[config.mk]
export PLATFORM = sky130hd
export DESIGN_NAME = pvl_sqrt_pipe
export DESIGN_NICKNAME = d
export VERILOG_FILES = /design/src/sv/phong_vertex_lighting_unit_defines.svh /design/src/sv/pvl_pkg.sv /design/src/sv/pvl_sqrt_pipe.sv
export SDC_FILE = /design/constraint.sdc
export NUM_CORES = 2
export LEC_CHECK = 0
export BUFFER_PORTS_ARGS = -buffer_cell sky130_fd_sc_hd__buf_4
export CAP_MARGIN = 25
export CORE_MARGIN = 1.5
export CORE_UTILIZATION = 62
export CTS_CLUSTER_SIZE = 40
export DETAILED_ROUTE_END_ITERATION = 8
export PLACE_DENSITY = 0.84
export SYNTH_ARGS = -nofsm -noshare
export SYNTH_HDL_FRONTEND = slang
export SYNTH_SLANG_ARGS = --single-unit
export TNS_END_PERCENT = 20
[constraint.sdc]
create_clock -name clk -period 3.9 [get_ports clk]
set_input_delay 1.17 -clock clk [delete_from_list [all_inputs] [get_ports clk]]
set_output_delay 1.17 -clock clk [all_outputs]
set_load 0.1 [all_outputs]
[src/sv/phong_vertex_lighting_unit_defines.svh]
// Assertion macros shared by the vertex lighting RTL.
// Files that check their own logic include this header; it depends on nothing.
`ifndef PHONG_VERTEX_LIGHTING_UNIT_DEFINES_SVH
`define PHONG_VERTEX_LIGHTING_UNIT_DEFINES_SVH

// Same-cycle implication, sampled on clk and disabled while rst_n is low.
`define PVL_ASSERT_IMPL(lbl, ante, cons, msg) \
    lbl: assert property (@(posedge clk) disable iff (!rst_n) (ante) |-> (cons)) \
        else $error(msg);

// Next-cycle implication, sampled on clk and disabled while rst_n is low.
`define PVL_ASSERT_NEXT(lbl, ante, cons, msg) \
    lbl: assert property (@(posedge clk) disable iff (!rst_n) (ante) |=> (cons)) \
        else $error(msg);

`endif

[src/sv/pvl_pkg.sv]
// Shared widths, register codes and sideband types of the vertex lighting unit.
// Used by the interfaces and every module; depends on nothing.
`timescale 1ns / 1ps

package pvl_pkg;

    localparam int COMP_W  = 16;            // position and normal components
    localparam int CH_W    = 16;            // one colour channel
    localparam int REG_W   = 48;            // widest configuration register
    localparam int IDX_W   = 3;             // configuration register index
    localparam int SHIN_W  = 8;             // shininess exponent
    localparam int DIFF_W  = COMP_W + 1;    // light minus vertex
    localparam int SQ_W    = 34;            // squared distance
    localparam int DOT_W   = 35;            // raw dot product
    localparam int RAD_W   = SQ_W + 16;     // square root operand
    localparam int ROOT_W  = RAD_W / 2;     // square root result
    localparam int NUM_W   = DOT_W + 8;     // dividend width
    localparam int Q_W     = 16;            // quotient bits formed by the divider
    localparam int UNIT_W  = 15;            // Q1.14 value in [0, 1.0]
    localparam int PROD_W  = 2 * CH_W;      // light colour times material
    localparam int TERM_W  = PROD_W + UNIT_W;
    localparam int SUM_W   = TERM_W + 2;
    localparam int POW_STAGES = (2 ** SHIN_W) - 1;
    localparam logic [UNIT_W-1:0] ONE_Q14 = UNIT_W'(16384);

    typedef enum logic [IDX_W-1:0] {
        CFG_LIGHT_POS   = 3'd0,
        CFG_LIGHT_COLOR = 3'd1,
        CFG_MAT_AMB     = 3'd2,
        CFG_MAT_DIF     = 3'd3,
        CFG_MAT_SPE     = 3'd4,
        CFG_SHININESS   = 3'd5
    } cfg_idx_t;

    typedef struct packed {
        logic signed [DOT_W-1:0]  dot;
        logic signed [DIFF_W-1:0] dz;
        logic signed [COMP_W-1:0] nz;
        logic                     degen;
    } sqrt_side_t;

    typedef struct packed {
        logic                     dz_neg;
        logic signed [COMP_W-1:0] nz;
        logic                     degen;
    } div_side_t;

    typedef struct packed {
        logic [UNIT_W-1:0] d;
        logic              degen;
    } pow_side_t;

endpackage

[src/sv/pvl_sqrt_pipe.sv]
// Pipelined integer square root, one result bit per stage.
// Depends on pvl_pkg for widths and the sideband type.
`timescale 1ns / 1ps

module pvl_sqrt_pipe
    import pvl_pkg::*;
(
    input  logic              clk,
    input  logic              rst_n,
    input  logic              en,
    input  logic              in_valid,
    input  logic [RAD_W-1:0]  rad,
    input  sqrt_side_t        in_side,
    output logic              out_valid,
    output logic [ROOT_W-1:0] root,
    output sqrt_side_t        out_side
);

    logic                     valid_reg [ROOT_W];
    logic [RAD_W:0]           rem_reg   [ROOT_W];
    logic [ROOT_W-1:0]        root_reg  [ROOT_W];
    sqrt_side_t               side_reg  [ROOT_W];

    for (genvar j = 0; j < ROOT_W; j++) begin : g_stage
        localparam int B = ROOT_W - 1 - j;
        logic              valid_in;
        logic [RAD_W:0]    rem_in;
        logic [ROOT_W-1:0] root_in;
        sqrt_side_t        side_in;
        logic [RAD_W:0]    trial;

        if (j == 0) begin : g_first
            assign valid_in = in_valid;
            assign rem_in   = {1'b0, rad};
            assign root_in  = '0;
            assign side_in  = in_side;
        end else begin : g_next
            assign valid_in = valid_reg[j-1];
            assign rem_in   = rem_reg[j-1];
            assign root_in  = root_reg[j-1];
            assign side_in  = side_reg[j-1];
        end

        // Growing the root by 2^B raises its square by 2*root*2^B + 4^B.
        assign trial = ((RAD_W+1)'(root_in) << (B + 1)) | ((RAD_W+1)'(1) << (2 * B));

        always_ff @(posedge clk or negedge rst_n)
        begin
            if (!rst_n)
            begin
                valid_reg[j] <= 1'b0;
            end
            else if (en)
            begin
                valid_reg[j] <= valid_in;
            end
        end

        always_ff @(posedge clk)
        begin
            if (en)
            begin
                side_reg[j] <= side_in;
                if (rem_in >= trial)
                begin
                    rem_reg[j]  <= rem_in - trial;
                    root_reg[j] <= root_in | (ROOT_W'(1) << B);
                end
                else
                begin
                    rem_reg[j]  <= rem_in;
                    root_reg[j] <= root_in;
                end
            end
        end
    end

    assign out_valid = valid_reg[ROOT_W-1];
    assign root      = root_reg[ROOT_W-1];
    assign out_side  = side_reg[ROOT_W-1];

endmodule

==> qor.yml <==
drt:
  drc: 0
  drt-initial-drc-count: 5391
  first_pass_iters: 6
  num_vias: 65684
  routed_wl_microns: 250900
  drt-wirelength-per-cell_microns: 22.35
  drtAntennaViolNets: 0
  vias_per_cell: 5.852
synthesis:
  synth_cells: 7707
  synth.area.top_cells: "edfxtp_1 (77%), ha_1 (3.4%), xnor2_1 (2.1%)"
  synth-seq-cells: 3299
  syn_area_per_cell_sq_um: 16.52
  synth_top_area_share: 0.7721
  syn_nets: 8178
  ys.warnings.count: 0
  async_reset_ff_frac: 0.007578
  yosys.area.top_type: "edfxtp_1"
  synth_area_sq_um: 127300
  seq_area_frac_synth: 0.7770
  synthFlopType: "edfxtp_1"
  synthDistinctLibCells: 98
  synth-edff-count: 3274
timing:
  post-route-worst-setup-slack_ps: 100.6
  fin_setup_tns_ps: 0
  finalClockSkew_ps: 75.34
  rsz0062_at_grt: "false"
  fmax_mhz: 263.2
  finalSetupViolations: 0
  worstMarginPinSlew_ps: 1118
  fin_crit_ps: 3799
  slew_violations: 0
  hold_viol_final: 0
  finalCritPeriodShare: 0.9742
  slew_headroom: 0.2546
pwr:
  p_sw_mw: 20.71
  p_comb_frac: 0.112
  p_seq_frac: 0.525
  pwr-share-clk: 0.363
  p_per_area_nw_per_um2: 593.2
  power_mw: 85.36
  internal_power_mw: 64.66
  switching_share: 0.2426
  peakVddDrop_uv: 559.2
  power.leakage_nw: 52.09
die:
  dieArea_sq_um: 208100
  start_util: 0.6230
  core_area_sq_um: 204400
  num_rows: 166
  die_w_microns: 456.2
  pin_count: 218
  die_height_microns: 456.2
clock_network:
  cts_hold_buffers: 0
  clock_tree.root_cell: "clkbuf_16"
  worstSkewPairLatency_ps: 960
  cts_tree: "yes"
  htreeDepth: 5
  post_cts_buffers: 0
  cts-buffers-inserted: 339
  clock_sinks: 3299
  clk_pin_slew_worst_paths_ps: 60
  ctsResizeCount: 2
  cts_buffer_depth: 4
final_layout:
  layout-drive-gt1-share: 0.1160
  layout_commonest_cell: "edfxtp_1"
  nets: 8766
  syn2layout_area_growth_pct: 13.02
  largest_reg_flops: 1725
  final_cell_mix: "edfxtp_1 (3274), inv_1 (412), nand2_1 (412)"
  post-route-util: 0.7042
setup_path:
  rr_startpoint: "rem_reg[2][262]$_DFFE_PP_"
  crit_path_end_kind: "register"
  crit_path_cell_trace: "ha_1, or4b_2, nor4_4, buf_4, nand4_1, nor4_1, a2111oi_0, o31a_2, or3b_4, or4_4, xnor2_2"
  cp_slowest_cell: "or4b_2"
  worst-path-buf-inv: 1
  crit_start: "rem_reg[2][262]$_DFFE_PP_"
  crit_fanout: 2
  cp_top_family: "simple AND/OR/NAND/NOR gates"
  cp_slowest_stage_delay_ps: 630
  startpoint_type: "register"
  crit_arrival_ps: 4480
  path_class: "reg -> reg"
  required_ps: 4580
placed_design:
  io_buffer_count: 217
  pre_cts_slack_ps: -163.4
  gp_congestion: 0.9441
  hpwl_microns: 163000
global_route:
  grt-ovfl-total: 0
  grt_max_degree: 198
  grt_pass1_wl_microns: 385800
  grt_usage: 0.2404
  grt_pass1_vias: 68245
  antenna_found_initial: 3
hold_path:
  hold_class: "in -> async"
job:
  drv_cap: 0
status:
  status: "finished, final reports clean"
## synthesized netlist by cell type, types with 58 or more instances
cell,instances
edfxtp_1,3274
nor3_1,174
mux2_2,68
xor2_1,244
xnor2_1,300
clkbuf_1,109
nand4_1,89
a21oi_1,321
nand2_1,413
o21a_1,62
a21o_1,134
nor2_1,365
nand3_1,103
or3_1,65
inv_1,412
nand2b_1,95
ha_1,348
nor2b_1,58
o21ai_0,293
nor4_1,182
## final cells by class
| type | count | area [sq um] |
|---|---|---|
| Sequential cell | 3299 | 98940 |
| Multi-Input combinational cell | 3864 | 26410 |
| Tap cell | 2688 | 3363 |
| Fill cell | 12565 | 60460 |
| Clock inverter | 169 | 1556 |
| Timing Repair Buffer | 379 | 3157 |
| Antenna cell | 2 | 5.005 |
| Inverter | 412 | 1546 |
| Clock buffer | 411 | 8944 |
## cell families after synthesis
logic type | synth area share
buffers and inverters | 0.01629
and+or+nand+nor | 0.07445
xor gates and xnor gates | 0.03755
DFF | 0.7770
muxes | 0.007153
adders and majority gates | 0.03419
AOI/OAI and AO/OA | 0.05336
## path summary, 6_finish.rpt
| kind | end | slack [ps] | cells past startpoint |
|---|---|---|---|
| max in group asynchronous | g_stage[15].valid_in$_DFFE_PN0P_ | 3540 | 1 |
| setup / recovery | rem_reg[2][340]$_DFFE_PP_ | 100 | 11 |
| setup reg to reg | rem_reg[2][340]$_DFFE_PP_ | 100 | 11 |
| min in group clk | side_reg[0][50]$_DFFE_PP_ | 380 | 1 |
| hold / removal | g_stage[7].valid_in$_DFFE_PN0P_ | 130 | 1 |
| hold reg to reg | side_reg[0][148]$_DFFE_PP_ | 380 | 0 |
## power by group through the flow
| stage | Clock (mW) | Sequential, mW | Combinational, mW |
|---|---|---|---|
| 6_report | 31.0 | 44.8 | 9.58 |
| 5_1_grt | 33.0 | 45.1 | 10.5 |
| 4_1_cts | 31.6 | 44.8 | 9.52 |
| 3_5_place_dp | 0 | 45.4 | 9.38 |
| 3_3_place_gp | 0 | 45.2 | 9.15 |
| 2_1_floorplan | 0 | 44.9 | 6.33 |
## stage by stage
step           cell area (sq um)  hold WS [ps]  instances
4_1_cts                   143800         53.31      11219
6_report                  143900         126.0      11224
3_5_place_dp              133300         404.5      10639
2_1_floorplan             127300         400.3       7707
5_1_grt                   143900         101.7      11224
3_3_place_gp              133300         400.1      10639
## per-layer routing
metal / vias to the layer above / share of wire / GRT usage
met5: - / 0.000052 / 0
met4: 2 / 0.047 / 0.1099
met3: 598 / 0.045 / 0.03584
met2: 2192 / 0.55 / 0.4535
met1: 32292 / 0.36 / 0.2654
li1: 30600 / - / -
Power figures use the tool's default switching activity.
