===== src/sv/phong_vertex_lighting_unit_defines.svh =====
// Assertion macros shared by the vertex lighting RTL.
// Files that check their own logic include this header; it depends on nothing.
`ifndef PHONG_VERTEX_LIGHTING_UNIT_DEFINES_SVH
`define PHONG_VERTEX_LIGHTING_UNIT_DEFINES_SVH

// Same-cycle implication, sampled on clk and disabled while rst_n is low.
`define PVL_ASSERT_IMPL(lbl, ante, cons, msg) \
    lbl: assert property (@(posedge clk) disable iff (!rst_n) (ante) |-> (cons)) \
        else $error(msg);

// Next-cycle implication, sampled on clk and disabled while rst_n is low.
`define PVL_ASSERT_NEXT(lbl, ante, cons, msg) \
    lbl: assert property (@(posedge clk) disable iff (!rst_n) (ante) |=> (cons)) \
        else $error(msg);

`endif


===== src/sv/pvl_pkg.sv =====
// Shared widths, register codes and sideband types of the vertex lighting unit.
// Used by the interfaces and every module; depends on nothing.
`timescale 1ns / 1ps

package pvl_pkg;

    localparam int COMP_W  = 16;            // position and normal components
    localparam int CH_W    = 16;            // one colour channel
    localparam int REG_W   = 48;            // widest configuration register
    localparam int IDX_W   = 3;             // configuration register index
    localparam int SHIN_W  = 8;             // shininess exponent
    localparam int DIFF_W  = COMP_W + 1;    // light minus vertex
    localparam int SQ_W    = 34;            // squared distance
    localparam int DOT_W   = 35;            // raw dot product
    localparam int RAD_W   = SQ_W + 16;     // square root operand
    localparam int ROOT_W  = RAD_W / 2;     // square root result
    localparam int NUM_W   = DOT_W + 8;     // dividend width
    localparam int Q_W     = 16;            // quotient bits formed by the divider
    localparam int UNIT_W  = 15;            // Q1.14 value in [0, 1.0]
    localparam int PROD_W  = 2 * CH_W;      // light colour times material
    localparam int TERM_W  = PROD_W + UNIT_W;
    localparam int SUM_W   = TERM_W + 2;
    localparam int POW_STAGES = (2 ** SHIN_W) - 1;
    localparam logic [UNIT_W-1:0] ONE_Q14 = UNIT_W'(16384);

    typedef enum logic [IDX_W-1:0] {
        CFG_LIGHT_POS   = 3'd0,
        CFG_LIGHT_COLOR = 3'd1,
        CFG_MAT_AMB     = 3'd2,
        CFG_MAT_DIF     = 3'd3,
        CFG_MAT_SPE     = 3'd4,
        CFG_SHININESS   = 3'd5
    } cfg_idx_t;

    typedef struct packed {
        logic signed [DOT_W-1:0]  dot;
        logic signed [DIFF_W-1:0] dz;
        logic signed [COMP_W-1:0] nz;
        logic                     degen;
    } sqrt_side_t;

    typedef struct packed {
        logic                     dz_neg;
        logic signed [COMP_W-1:0] nz;
        logic                     degen;
    } div_side_t;

    typedef struct packed {
        logic [UNIT_W-1:0] d;
        logic              degen;
    } pow_side_t;

endpackage


===== src/sv/pvl_div_pipe.sv =====
// Two-lane pipelined restoring divider sharing one divisor, results clamped to 1.0.
// Depends on pvl_pkg for widths and the sideband type.
`timescale 1ns / 1ps

module pvl_div_pipe
    import pvl_pkg::*;
(
    input  logic                         clk,
    input  logic                         rst_n,
    input  logic                         en,
    input  logic                         in_valid,
    input  logic [1:0][NUM_W-1:0]        num,
    input  logic [ROOT_W-1:0]            den,
    input  div_side_t                    in_side,
    output logic                         out_valid,
    output logic [1:0][UNIT_W-1:0]       quot,
    output div_side_t                    out_side
);

    localparam int CMP_W = NUM_W + 1;

    // Front stage: note quotients that cannot fit in Q_W bits.
    logic               valid0_reg;
    logic [1:0]         ovf0_reg;
    logic [1:0][NUM_W-1:0] rem0_reg;
    logic [ROOT_W-1:0]  den0_reg;
    div_side_t          side0_reg;

    logic               valid_reg [Q_W];
    logic [1:0]         ovf_reg   [Q_W];
    logic [1:0][NUM_W-1:0] rem_reg [Q_W];
    logic [1:0][Q_W-1:0] q_reg    [Q_W];
    logic [ROOT_W-1:0]  den_reg   [Q_W];
    div_side_t          side_reg  [Q_W];

    always_ff @(posedge clk or negedge rst_n)
    begin
        if (!rst_n)
        begin
            valid0_reg <= 1'b0;
        end
        else if (en)
        begin
            valid0_reg <= in_valid;
        end
    end

    always_ff @(posedge clk)
    begin
        if (en)
        begin
            for (int l = 0; l < 2; l++)
            begin
                ovf0_reg[l] <= CMP_W'(num[l]) >= (CMP_W'(den) << Q_W);
            end
            rem0_reg  <= num;
            den0_reg  <= den;
            side0_reg <= in_side;
        end
    end

    for (genvar j = 0; j < Q_W; j++) begin : g_stage
        localparam int B = Q_W - 1 - j;
        logic                  valid_in;
        logic [1:0]            ovf_in;
        logic [1:0][NUM_W-1:0] rem_in;
        logic [1:0][Q_W-1:0]   q_in;
        logic [ROOT_W-1:0]     den_in;
        div_side_t             side_in;
        logic [CMP_W-1:0]      shifted;

        if (j == 0) begin : g_first
            assign valid_in = valid0_reg;
            assign ovf_in   = ovf0_reg;
            assign rem_in   = rem0_reg;
            assign q_in     = '0;
            assign den_in   = den0_reg;
            assign side_in  = side0_reg;
        end else begin : g_next
            assign valid_in = valid_reg[j-1];
            assign ovf_in   = ovf_reg[j-1];
            assign rem_in   = rem_reg[j-1];
            assign q_in     = q_reg[j-1];
            assign den_in   = den_reg[j-1];
            assign side_in  = side_reg[j-1];
        end

        assign shifted = CMP_W'(den_in) << B;

        always_ff @(posedge clk or negedge rst_n)
        begin
            if (!rst_n)
            begin
                valid_reg[j] <= 1'b0;
            end
            else if (en)
            begin
                valid_reg[j] <= valid_in;
            end
        end

        always_ff @(posedge clk)
        begin
            if (en)
            begin
                ovf_reg[j]  <= ovf_in;
                den_reg[j]  <= den_in;
                side_reg[j] <= side_in;
                for (int l = 0; l < 2; l++)
                begin
                    if (CMP_W'(rem_in[l]) >= shifted)
                    begin
                        rem_reg[j][l] <= rem_in[l] - NUM_W'(shifted);
                        q_reg[j][l]   <= q_in[l] | (Q_W'(1) << B);
                    end
                    else
                    begin
                        rem_reg[j][l] <= rem_in[l];
                        q_reg[j][l]   <= q_in[l];
                    end
                end
            end
        end
    end

    always_comb
    begin
        for (int l = 0; l < 2; l++)
        begin
            if (ovf_reg[Q_W-1][l] || (q_reg[Q_W-1][l] > Q_W'(ONE_Q14)))
            begin
                quot[l] = ONE_Q14;
            end
            else
            begin
                quot[l] = q_reg[Q_W-1][l][UNIT_W-1:0];
            end
        end
    end

    assign out_valid = valid_reg[Q_W-1];
    assign out_side  = side_reg[Q_W-1];

endmodule


===== config.mk =====
export PLATFORM = sky130hd
export DESIGN_NAME = pvl_div_pipe
export DESIGN_NICKNAME = d
export VERILOG_FILES = /design/src/sv/phong_vertex_lighting_unit_defines.svh /design/src/sv/pvl_pkg.sv /design/src/sv/pvl_div_pipe.sv
export SDC_FILE = /design/constraint.sdc
export NUM_CORES = 2
export LEC_CHECK = 0
export ABC_CLOCK_PERIOD_IN_PS = 4100
export BUFFER_PORTS_ARGS = -buffer_cell sky130_fd_sc_hd__buf_4
export CORE_UTILIZATION = 31
export CTS_CLUSTER_DIAMETER = 80
export CTS_CLUSTER_SIZE = 10
export DETAILED_ROUTE_END_ITERATION = 12
export PLACE_DENSITY = 0.44
export REMOVE_ABC_BUFFERS = 1
export SLEW_MARGIN = 20
export SYNTH_ARGS = -nofsm -noshare
export SYNTH_HDL_FRONTEND = slang
export SYNTH_SLANG_ARGS = --single-unit

===== constraint.sdc =====
create_clock -name clk -period 4.1 [get_ports clk]
set_input_delay 0 -clock clk [delete_from_list [all_inputs] [get_ports clk]]
set_output_delay 0 -clock clk [all_outputs]
set_load 0.02 [all_outputs]

==> metrics <==
status=completed; Pins Over Slew Limit=0; FFs w/ async S/R, synth=0.00707; Worst Max-Slew Pin Slew=984 ps; GR met1 Demand/Resource=0.196; Total Wirelength=446000 um; met3 usage=0.0226; Comb power frac=0.379; Arr. time, crit path=4650 ps; pin count of the biggest net entering global routing=163; Die W=648 um; part of the power in registers=0.386; PortBufs=181; Die Y=648 um; CTS root buf=clkbuf_16; Setup violations, final=0; Post-DRT Antenna Nets=0; synth warn=0; Num CTS Buffers=291; RR Startpoint=den_reg[0][51]$_DFFE_PP_; PD cells=660 nW/um^2; syn avg cell area=11.5 um^2; Post-Synthesis Cells=11300; Net Sw Frac=0.366; Clock transition at path regs=60 ps; number of flip-flops in the largest register=1290; Setup CP Type=register to register; Yosys top cell by area=edfxtp_1; grt ovf=0; Setup WS pre-CTS=-228 ps; Hold Fails Final Rpt=0; die area=420000 um^2; max-cap violations=0; Clock Latency Late Sink=940 ps; Worst Path Buf+Inv=5; Cell variety after synth=99; mux contribution to synthesized area=0.00787; grt peak-use layer=met2; Compound-Gate Fraction of Synth Area=0.135; reg2reg end=rem_reg[0][326]$_DFFE_PP_; P_int=64.1 mW; first-pass GRT wire length=641000 um; 1st-iter DRT viols=4992; Net Switching=36.9 mW; Post-Route Skew=49.0 ps; GP Congestion=0.969; post-synthesis register bit count=2405; Max Fanout on Critical Path=6; Fin Hold WS=159 ps; Netlist Area Pre-Place=129000 um^2; Hold/Removal Path Class=primary input to register; Synth Area in Simple Gates=0.125; worst reg2reg path depth=16; vias in the first global route=94900; post-synthesis xor/xnor area fraction=0.0608; clock share of power=0.235; min Tclk post-route=3980 ps; Seq/Total Area, Yosys=0.558; RSZ-0062 raised after global routing=false; clk buf depth=4; largest family of logic cells by synthesized area=compound AO/OA/AOI/OAI gates; area share of fa/ha/maj cells after synthesis=0.0869; H-tree levels=5; dominant synthesized flop cell=edfxtp_1; Core Area=414000 um^2; r2r setup slk=120 ps; layout cell share with drive strength beyond 1=0.109; Hold Path Origin=num[84]; slowest stage delay, CP=450 ps; top-area cell type share of the netlist area=0.554; # rows=236; worst-path cell chain=inv_1, ha_1, nor2b_1, o31ai_1, buf_4, a21oi_1, buf_4, o311ai_2, a21oi_1, a21oi_1, o32a_1, nor3b_4, buf_12, buf_4, nor3_1, a21o_1; Worst Hold Path EP=g_stage[0].ovf_in[1]$_DFFE_PP_; Sink Count=2405; CP startpoint kind=register; met2 usage=0.416; Final WS setup=124 ps; area grow syn2layout=18.2%; Vias/cell=5.06; EDFF count, synth=2388; DRT Pass-1 Iters=8; slew margin rel.=0.344; slowest stage cell, crit path=edfxtp_1; crit share post-route=0.970; Max Freq=252 MHz; area of the multi-input gates=54200 um^2; largest cells by area after synthesis=edfxtp_1 (55%), ha_1 (8.2%), o21ai_0 (3.7%); initial antenna violation count=6; CP endpoint kind=register; WHS Path Cells=4; DR WL/cell=24.9 um; DRC viols=0; Starting Density=0.312; CTS tree=done; CP top delay family=compound AO/OA/AOI/OAI gates; fill cell count=40200; io pins=182; CP required=4770 ps; via count=90700; Peak supply drop=353 uV; post-DP HPWL=362000 um; Pleak=57.8 nW; final net count=13400; GRT Total Usage=0.208; Reg area=72100 um^2
-- Yosys cell counts (18+ instances only) --
master	n
edfxtp_1	2388
nand2_1	1097
o21ai_0	948
ha_1	850
a21oi_1	670
inv_1	640
nor2_1	599
xor2_1	467
xnor2_1	431
a21o_1	359
clkbuf_1	265
nor3_1	257
nand3_1	203
nand2b_1	173
nor4_1	151
nand4_1	147
nor2b_1	127
o21a_1	104
and3_1	92
or3_1	91
o21bai_1	84
a31oi_1	82
a211oi_1	80
mux2_2	77
o31ai_1	77
and2_1	68
o211ai_1	50
or2_2	42
nor4b_1	39
o31a_1	36
or4_1	36
nand3b_1	34
nand4b_1	31
fa_1	30
a211o_1	28
a41oi_1	28
and4_1	28
a31o_2	24
a221oi_1	22
o2111ai_1	22
nor3b_1	20
a21boi_0	19
o41ai_1	18
-- how the worst max path moves through the flow --
stage                                      to                 startpoint  depth (start not counted)
finish              rem_reg[0][326]$_DFFE_PP_   den_reg[0][51]$_DFFE_PP_                         16
global route        rem_reg[1][461]$_DFFE_PP_  den_reg[1][123]$_DFFE_PP_                         10
CTS                 rem_reg[1][461]$_DFFE_PP_  den_reg[1][123]$_DFFE_PP_                         10
detailed placement  rem_reg[1][461]$_DFFE_PP_  den_reg[1][123]$_DFFE_PP_                         10
global placement    rem_reg[1][461]$_DFFE_PP_  den_reg[1][123]$_DFFE_PP_                         10
floorplan           rem_reg[1][326]$_DFFE_PP_  rem_reg[1][225]$_DFFE_PP_                         10
-- final cells by class --
| type | count | share of cell area |
|---|---|---|
| Multi-Input combinational cell | 7960 | 0.354 |
| Timing Repair Buffer | 1041 | 0.0596 |
| Tap cell | 5474 | 0.0448 |
| Inverter | 645 | 0.0158 |
| Clock inverter | 52 | 0.00385 |
| Antenna cell | 17 | 0.000278 |
| Sequential cell | 2405 | 0.472 |
| Clock buffer | 329 | 0.0499 |
-- power by group through the flow --
stage	clock [mW]	combinational [mW]	sequential [mW]
after floorplan	0	25.9	37.0
after global placement	0	37.9	39.6
after detailed placement	0	38.0	39.5
after CTS	24.7	38.4	39.1
after global routing	25.5	42.3	39.5
final	23.7	38.3	39.0
-- metrics by stage --
stage               cell area, um^2  total power [mW]  setup TNS (ps)   util  cells
global placement             142000              77.5           -1030  0.342  17300
global route                 153000               107               0  0.369  17900
CTS                          153000               102           -10.8  0.369  17900
finish                       153000               101               0  0.369  17900
floorplan                    128000              62.9         -192070      -  11000
detailed placement           142000              77.6           -1010  0.343  17300
-- layer usage --
layer  wire (um)  vias up  share of wire
met1      152000    43800           0.34
met3       12400      844          0.028
met4       36700        2          0.082
met2      246000     1854           0.55
li1            -    44200              -
met5          10        -       0.000022
-- kinds of logic after synthesis --
kind of cell | Yosys count
and+or+nand+nor | 3272
AOI/OAI and AO/OA | 2818
DFF | 2405
buffers and inverters | 926
xor gates and xnor gates | 898
adders and majority gates | 880
muxes | 92
-- repair_timing --
action	in CTS	in global routing
setup buffers	0	2
hold buffers	263	0
setup endpoints to repair	26	101
gates cloned	0	0
resized for setup	5	22
hold endpoints to repair	512	0
-- layout by cell type, fill, tap and decap left out, types with 92 or more instances in the layout --
| cell | instances |
|---|---|
| a21o_1 | 359 |
| a21oi_1 | 667 |
| and3_1 | 92 |
| buf_4 | 726 |
| clkbuf_16 | 299 |
| dlygate4sd3_1 | 263 |
| edfxtp_1 | 2388 |
| ha_1 | 850 |
| inv_1 | 640 |
| nand2_1 | 1097 |
| nand2b_1 | 173 |
| nand3_1 | 203 |
| nand4_1 | 147 |
| nor2_1 | 596 |
| nor2b_1 | 126 |
| nor3_1 | 254 |
| nor4_1 | 138 |
| o21a_1 | 104 |
| o21ai_0 | 946 |
| xnor2_1 | 431 |
| xor2_1 | 467 |
-- tightest hold or removal path: stages --
cell,delay (ps)
dlygate4sd3_1,520
buf_4,120
nor3_1,50
nand4_1,210
(Power assumes the default switching activity.)
